==> config.mk <==
export PLATFORM = sky130hd
export DESIGN_NAME = hnf_cell
export DESIGN_NICKNAME = d
export VERILOG_FILES = /design/src/rtl/core/hnf_pkg.sv /design/src/rtl/core/hnf_cell.sv
export SDC_FILE = /design/constraint.sdc
export NUM_CORES = 2
export LEC_CHECK = 0
export ABC_AREA = 1
export ABC_CLOCK_PERIOD_IN_PS = 10900
export BUFFER_PORTS_ARGS = -buffer_cell sky130_fd_sc_hd__buf_4
export CAP_MARGIN = 20
export CORE_ASPECT_RATIO = 0.75
export CORE_UTILIZATION = 25
export DETAILED_ROUTE_END_ITERATION = 10
export PLACE_DENSITY = 0.42
export RECOVER_POWER = 50
export SETUP_SLACK_MARGIN = 0.2
export SLEW_MARGIN = 20
export SYNTH_ARGS = -nofsm -noshare
export SYNTH_HDL_FRONTEND = slang
export SYNTH_SLANG_ARGS = --single-unit
==> constraint.sdc <==
create_clock -name clk -period 10.9 [get_ports clk]
set_clock_uncertainty 0.15 [all_clocks]
set_input_delay 1.09 -clock clk [delete_from_list [all_inputs] [get_ports clk]]
set_output_delay 1.09 -clock clk [all_outputs]
set_load 0.05 [all_outputs]
==> src/rtl/core/hnf_pkg.sv <==
// hnf_pkg: shared widths, constants, octave weight table and lane type
// for the hash noise fbm block; no dependencies
package hnf_pkg;

  localparam int CoordW  = 18;
  localparam int SumW    = 22;
  localparam int IntW    = 10;
  localparam int HashW   = 17;
  localparam int MagW    = 17;
  localparam int WeightW = 19;
  localparam int TableN  = 16;

  // floor(3*v/10) == (v * ScaleMul) >> ScaleShift for 18-bit v
  localparam int ScaleShift = 23;
  localparam logic [21:0] ScaleMul = 22'd2516583;

  localparam logic [5:0]  HashRowMul = 6'd57;
  localparam logic [31:0] HashMulA   = 32'd15731;
  localparam logic [31:0] HashAddA   = 32'd789221;
  localparam logic [31:0] HashAddB   = 32'd1376312589;
  localparam logic [MagW-1:0] MagOne = 17'd65536;
  localparam logic [SumW-1:0] SumMax = '1;

  typedef logic [WeightW-1:0] weight_t;

  // 0.3^(-0.1*i) in UQ3.16
  localparam weight_t WEIGHT_Q16 [TableN] = '{
    19'd65536,  19'd73921,  19'd83379,  19'd94047,
    19'd106079, 19'd119652, 19'd134961, 19'd152228,
    19'd171705, 19'd193674, 19'd218453, 19'd246403,
    19'd277929, 19'd313489, 19'd353598, 19'd398839
  };

  typedef struct packed {
    logic [CoordW-1:0] x;
    logic [CoordW-1:0] y;
    logic [SumW-1:0]   sum;
  } lane_t;

endpackage

==> src/rtl/core/hnf_cell.sv <==
// hnf_cell: one octave of the fbm chain, six register stages
// hashes the lattice point, adds the weighted magnitude, scales the coordinate
// depends on hnf_pkg
module hnf_cell (
  input  logic            clk,
  input  logic            rst,
  input  logic            en,
  input  logic            in_valid,
  input  hnf_pkg::lane_t  in_lane,
  input  hnf_pkg::weight_t weight,
  output logic            out_valid,
  output hnf_pkg::lane_t  out_lane
);
  import hnf_pkg::*;

  logic [4:0] vld;

  logic [IntW-1:0]  ix;
  logic [IntW-1:0]  iy;
  logic [15:0]      row;
  logic [15:0]      n0;
  logic [HashW-1:0] n1;
  logic [39:0]      xp;
  logic [39:0]      yp;
  lane_t            lane0;

  logic [HashW-1:0] s1_n;
  lane_t            s1_lane;
  logic [33:0]      nsq;
  logic [31:0]      s2_nn;
  logic [HashW-1:0] s2_n;
  lane_t            s2_lane;
  logic [31:0]      s3_t;
  logic [HashW-1:0] s3_n;
  lane_t            s3_lane;
  logic [31:0]      s4_p;
  lane_t            s4_lane;
  logic [31:0]      m;
  logic [MagW-1:0]  q;
  logic [MagW-1:0]  mag;
  logic [MagW-1:0]  s5_mag;
  lane_t            s5_lane;
  logic [35:0]      tprod;
  logic [SumW:0]    sum_ext;

  // lattice hash input and coordinate scaling
  always_comb begin
    ix  = in_lane.x[CoordW-1:CoordW-IntW];
    iy  = in_lane.y[CoordW-1:CoordW-IntW];
    row = {6'd0, iy} * {10'd0, HashRowMul};
    n0  = {6'd0, ix} + row;
    n1  = {n0, 1'b0} ^ {1'b0, n0};
    xp  = {22'd0, in_lane.x} * {18'd0, ScaleMul};
    yp  = {22'd0, in_lane.y} * {18'd0, ScaleMul};
    lane0.x   = {1'b0, xp[39:ScaleShift]};
    lane0.y   = {1'b0, yp[39:ScaleShift]};
    lane0.sum = in_lane.sum;
  end

  assign nsq = {17'd0, s1_n} * {17'd0, s1_n};

  always_comb begin
    m   = s4_p + HashAddB;
    q   = m[30:14];
    mag = (q <= MagOne) ? (MagOne - q) : (q - MagOne);
    tprod   = {19'd0, s5_mag} * {17'd0, weight};
    sum_ext = {1'b0, s5_lane.sum} + {3'd0, tprod[35:16]};
  end

  always_ff @(posedge clk) begin
    if (rst) begin
      vld       <= '0;
      out_valid <= 1'b0;
    end else if (en) begin
      vld       <= {vld[3:0], in_valid};
      out_valid <= vld[4];
    end
  end

  always_ff @(posedge clk) begin
    if (en) begin
      s1_n    <= n1;
      s1_lane <= lane0;
      s2_nn   <= nsq[31:0];
      s2_n    <= s1_n;
      s2_lane <= s1_lane;
      s3_t    <= s2_nn * HashMulA + HashAddA;
      s3_n    <= s2_n;
      s3_lane <= s2_lane;
      s4_p    <= {15'd0, s3_n} * s3_t;
      s4_lane <= s3_lane;
      s5_mag  <= mag;
      s5_lane <= s4_lane;
      out_lane.x   <= s5_lane.x;
      out_lane.y   <= s5_lane.y;
      out_lane.sum <= sum_ext[SumW] ? SumMax : sum_ext[SumW-1:0];
    end
  end

endmodule

-- Word-level counts from Yosys, hierarchy flattened
Index checks and enable logic that the tools add are counted.
- bits in registers: 505
- output and inout port bits: 59
- add/subtract/negate cells: 6
- multipliers: 7
- $lt $le $gt $ge: 1
- multiplexer cells: 1
- bitwise logic cells: 1
- operator list (cell ; number):
    multiplier 18 x 22 -> 40 bit (second input constant) ; 2
    multiplier 17 x 19 -> 36 bit ; 1
    adder 32 x 20 -> 32 bit (second input constant) ; 1
    multiplier 17 x 17 -> 32 bit ; 1
    multiplier 17 x 32 -> 31 bit ; 1
    multiplier 32 x 14 -> 32 bit (second input constant) ; 1
    adder 31 bit (second input constant) ; 1
    adder 22 x 20 -> 23 bit ; 1
    less-or-equal comparator 17 bit (second input constant) ; 1
    2-to-1 mux 17 bit ; 1
    subtractor 17 bit (first input constant) ; 1
    subtractor 17 bit (second input constant) ; 1
    XOR 17 x 16 -> 17 bit ; 1
    adder 10 x 16 -> 16 bit ; 1
    multiplier 10 x 6 -> 16 bit (second input constant) ; 1

-- Logic depth before layout (Yosys ltp)
- word-level depth: 3
- mapped depth: 36

-- Worst setup path before layout
No wires, ideal clock.
- kind: input-to-reg
- from: input weight[7]
- to: register out_lane[21] in the netlist's numbering (data pin)
- arrival: 7.563 ns
- path slack: 2.916 ns
- stages: 31
- buffers on the path: 2
- cells stage by stage: clkbuf_1 -> clkbuf_1 -> nand2_1 -> fa_1 -> inv_1 -> fa_1 -> inv_1 -> fa_1 -> inv_1 -> fa_1 -> fa_1 -> inv_1 -> fa_1 -> inv_1 -> ha_1 -> a21o_1 -> a31oi_1 -> a21boi_0 -> nand2_1 -> a21oi_1 -> o21bai_1 -> xor2_1 -> ha_1 -> nand2_1 -> nor4_1 -> nand4_1 -> nand3_1 -> nand2_1 -> a21boi_0 -> or2_2 -> nand3_1
- word-level cells in the longest chain between the ends: 2
- ends and longest elaborated chain (item ; RTL line ; RTL):
    from (decl) ; hnf_cell.sv:10 ; input hnf_pkg::weight_t weight,
    multiplier 17 x 19 -> 36 bit ; hnf_cell.sv:66 ; tprod = {19'd0, s5_mag} * {17'd0, weight};
    adder 22 x 20 -> 23 bit ; hnf_cell.sv:67 ; sum_ext = {1'b0, s5_lane.sum} + {3'd0, tprod[35:16]};
    to (decl) ; hnf_cell.sv:12 ; output hnf_pkg::lane_t out_lane
No other way between the ends.
A chain may end at the register's enable or synchronous reset.

-- Final worst setup path
- from: register s5_mag[9]
- to: register out_lane[16] in the netlist's numbering (data pin)
- word-level cells in the longest chain between the ends: 2
- ends and longest elaborated chain (item ; RTL line ; RTL):
    from (decl) ; hnf_cell.sv:41 ; logic [MagW-1:0] s5_mag;
    from (signal assigned) ; hnf_cell.sv:92 ; s5_mag <= mag;
    multiplier 17 x 19 -> 36 bit ; hnf_cell.sv:66 ;
    adder 22 x 20 -> 23 bit ; hnf_cell.sv:67 ;
No other way between the ends.

==> metrics.csv <==
stage,metric,value,unit
routing,drt-total-wl,177,mm
clocking,path_clk_slew,0.06,ns
routing,wire_per_inst,16.1,µm
critical_path,crit_path_end,out_lane[16],
clocking,clock_sinks,500,
global_routing,grt_usage,0.133,
timing,relSlewSlack,-3.40,
timing,max_freq,115,MHz
synthesis,ys.flop_type,edfxtp_1,
layout,drive_above_1_share,0.0382,
layout,final_util,0.278,
critical_path,crit_path_end_kind,register,
timing,hold_viol_final,0,
critical_path,required,11.25,ns
global_routing,grt_pass1_vias,49700,
synthesis,synth_cells,7336,
placement,routabilityCongestion,0.862,
routing,drc_errors,0,
critical_path,critPathLaunchType,register,
synthesis,syn_area,68100,µm²
die,core_area,270000,µm²
synthesis,ys_seq_area_frac,0.220,
critical_path,cp_max_fo,21,
die,num_rows,165,
timing,finalCriticalPeriod,8.71,ns
critical_path,r2r-end,out_lane[16],
timing,tightest_slew,6.60,ns
critical_path,slowest_delay,1.01,ns
clocking,cts_tree,yes,
hold_path,hp-start,s4_lane[15],
run_status,violations,"capacitance limit, slew limit",
clocking,cts.hold.buffers_added,0,
synthesis,ys_seq_elements,500,
hold_path,hp-class,reg2reg,
routing,via_per_inst,4.17,
synthesis,synth_warnings,0,
timing,fin_crit_sh,0.799,
timing,grt_setup_unrepaired,no,
routing,drt_iter0_drc,2773,
placement,portBuffers,137,
layout,seq_area,15000,µm²
critical_path,crit_start,s5_mag[9],
critical_path,arrival,9.06,ns
clocking,htreeDepth,2,
global_routing,grt_overflow_total,0,
die,start_util,0.252,
placement,dp_hpwl,147,mm
routing,firstDrtPassIters,5,
synthesis,syn_area_per_cell,9.28,µm²
layout,final_cells,11000,
clocking,worstSkewPairLatency,0.71,ns
placement,dp.cells,10900,
run_status,outcome,"finished, violations left",
clocking,postCtsSetupBuffers,0,
clocking,cts_buffers,59,
timing,hold_slack,0.230,ns
critical_path,reg2reg_slack,2.19,ns
global_routing,grt_start_max_net_pins,150,
critical_path,path_class,reg2reg,
routing,ant_nets,0,
timing,tns,0,ns
layout,fillerInstances,28700,
timing,setup_viol,0,
die,die_y,454,µm
clocking,cts.path.max_buffers,3,
layout,nNetsFinal,9340,
die,io_pins,140,
layout,multi_input_comb_area,44600,µm²
critical_path,cpMaxStageDelayCell,edfxtp_1,
timing,final_max_slew_viol_count,256,
routing,vias,46000,
clocking,cts-root-buf,clkbuf_16,
critical_path,r2r-start,s5_mag[9],
global_routing,grt_pass1_wl,286,mm
synthesis,synth_edf_count,494,
flow_run,cap_violations,4,
critical_path,reg2reg_depth,29,
synthesis,postSynth.asyncResetShare,0,
layout,syn2layout_area_growth,10.2,%
clocking,post_cts_resized,0,
synthesis,ys_types,53,
die,die_w,605,µm
die,dieArea,274000,µm²
global_routing,grt_antenna_before_repair,5,
[worst min path at each step]
stage	slack, ns	endpoint	depth (start not counted)
floorplan	0.25	out_lane[22]	0
global placement	0.25	s3_n[8]	0
detailed placement	0.25	out_lane[42]	0
CTS	0.22	s5_lane[15]	0
global route	0.25	s3_n[3]	0
finish	0.23	s5_lane[15]	0
[state kept, by name, indices dropped and copies added (netlist names)]
signal / count
out_lane: 56
s1_lane: 56
s2_lane: 56
s3_lane: 56
s4_lane: 56
s5_lane: 56
s4_p: 31
s2_nn: 30
s3_t: 30
s1_n: 17
s3_n: 17
s5_mag: 17
s2_n: 16
vld: 5
out_valid: 1
[per-stage QoR]
stage / setup slack, ns / instance area (µm²)
4_1_cts: 2.15 / 75100
3_3_place_gp: 2.00 / 73200
5_1_grt: 1.53 / 75000
3_5_place_dp: 1.98 / 73300
2_1_floorplan: 2.92 / 68100
6_report: 2.19 / 75000
[final cells by class]
type | instances | share of cell area
repair buffers | 178 | 0.0169
well taps | 3590 | 0.0599
clock buffers | 72 | 0.0203
flip-flops and latches | 500 | 0.199
multi-input cells | 4565 | 0.594
inverters | 2094 | 0.105
diodes | 2 | 0.0000667
clock inverters | 34 | 0.00439
[cells in the final DEF (no fill, tap or decap), types with 14 or more instances in the layout]
cell / count
a31oi_1: 22
or2_2: 14
nor2_1: 241
o21a_1: 16
clkbuf_16: 59
clkbuf_1: 39
o21ai_0: 121
nand2_1: 1444
nor3_1: 30
a21o_1: 23
xor2_1: 138
fa_1: 1135
edfxtp_1: 494
inv_1: 2085
o21bai_1: 25
a21oi_1: 257
ha_1: 726
nand3_1: 145
buf_4: 137
nand4_1: 41
xnor2_1: 84
[worst max-delay path: cells and delay by family, from the launching register on]
family	cells	cell delay, ns
adder cells (fa/ha/maj)	8	3.68
flip-flops	1	1.01
XOR/XNOR	1	0.36
buffers and inverters	6	0.34
AO/OA/AOI/OAI	5	1.10
AND/OR/NAND/NOR	9	1.86
[logic make-up (layout without fill, tap and decap cells)]
group	Yosys count	count (layout)	share of synthesized area
compound gates	503	503	0.0416
xor+xnor	223	223	0.0290
fa+ha+maj	1861	1861	0.467
buf+inv	2281	2378	0.126
flops	500	500	0.220
other cells	2	14	0.000110
simple gates	1966	1966	0.117
[cells in the mapped netlist, types with 7 or more instances]
cell type,instances,area share
fa_1,1135,0.33
o21ai_0,121,0.0089
edfxtp_1,494,0.22
nor4_1,11,0.0010
buf_1,7,0.00039
nand3_1,145,0.011
nor2_1,240,0.013
inv_2,9,0.00050
a31oi_1,22,0.0020
a21oi_1,257,0.019
clkbuf_1,176,0.0097
o21a_1,16,0.0018
a221oi_1,7,0.00090
nand2_1,1444,0.080
ha_1,726,0.13
a21o_1,23,0.0025
or2_2,14,0.0013
nand2_2,12,0.0011
nand4_1,41,0.0038
o21bai_1,25,0.0028
nand3b_1,10,0.0011
inv_1,2085,0.11
xor2_1,138,0.018
nor3_1,30,0.0022
a21boi_0,7,0.00077
xnor2_1,84,0.011
[routing by layer]
layer / global-route usage / share of wire
met4: 0.0223 / 0.015
met3: 0.0169 / 0.042
met5: 0 / 0
met1: 0.198 / 0.51
met2: 0.208 / 0.44
Power is not shown: default switching activity piles up to over one toggle a cycle in this logic, so the estimate is an artifact.
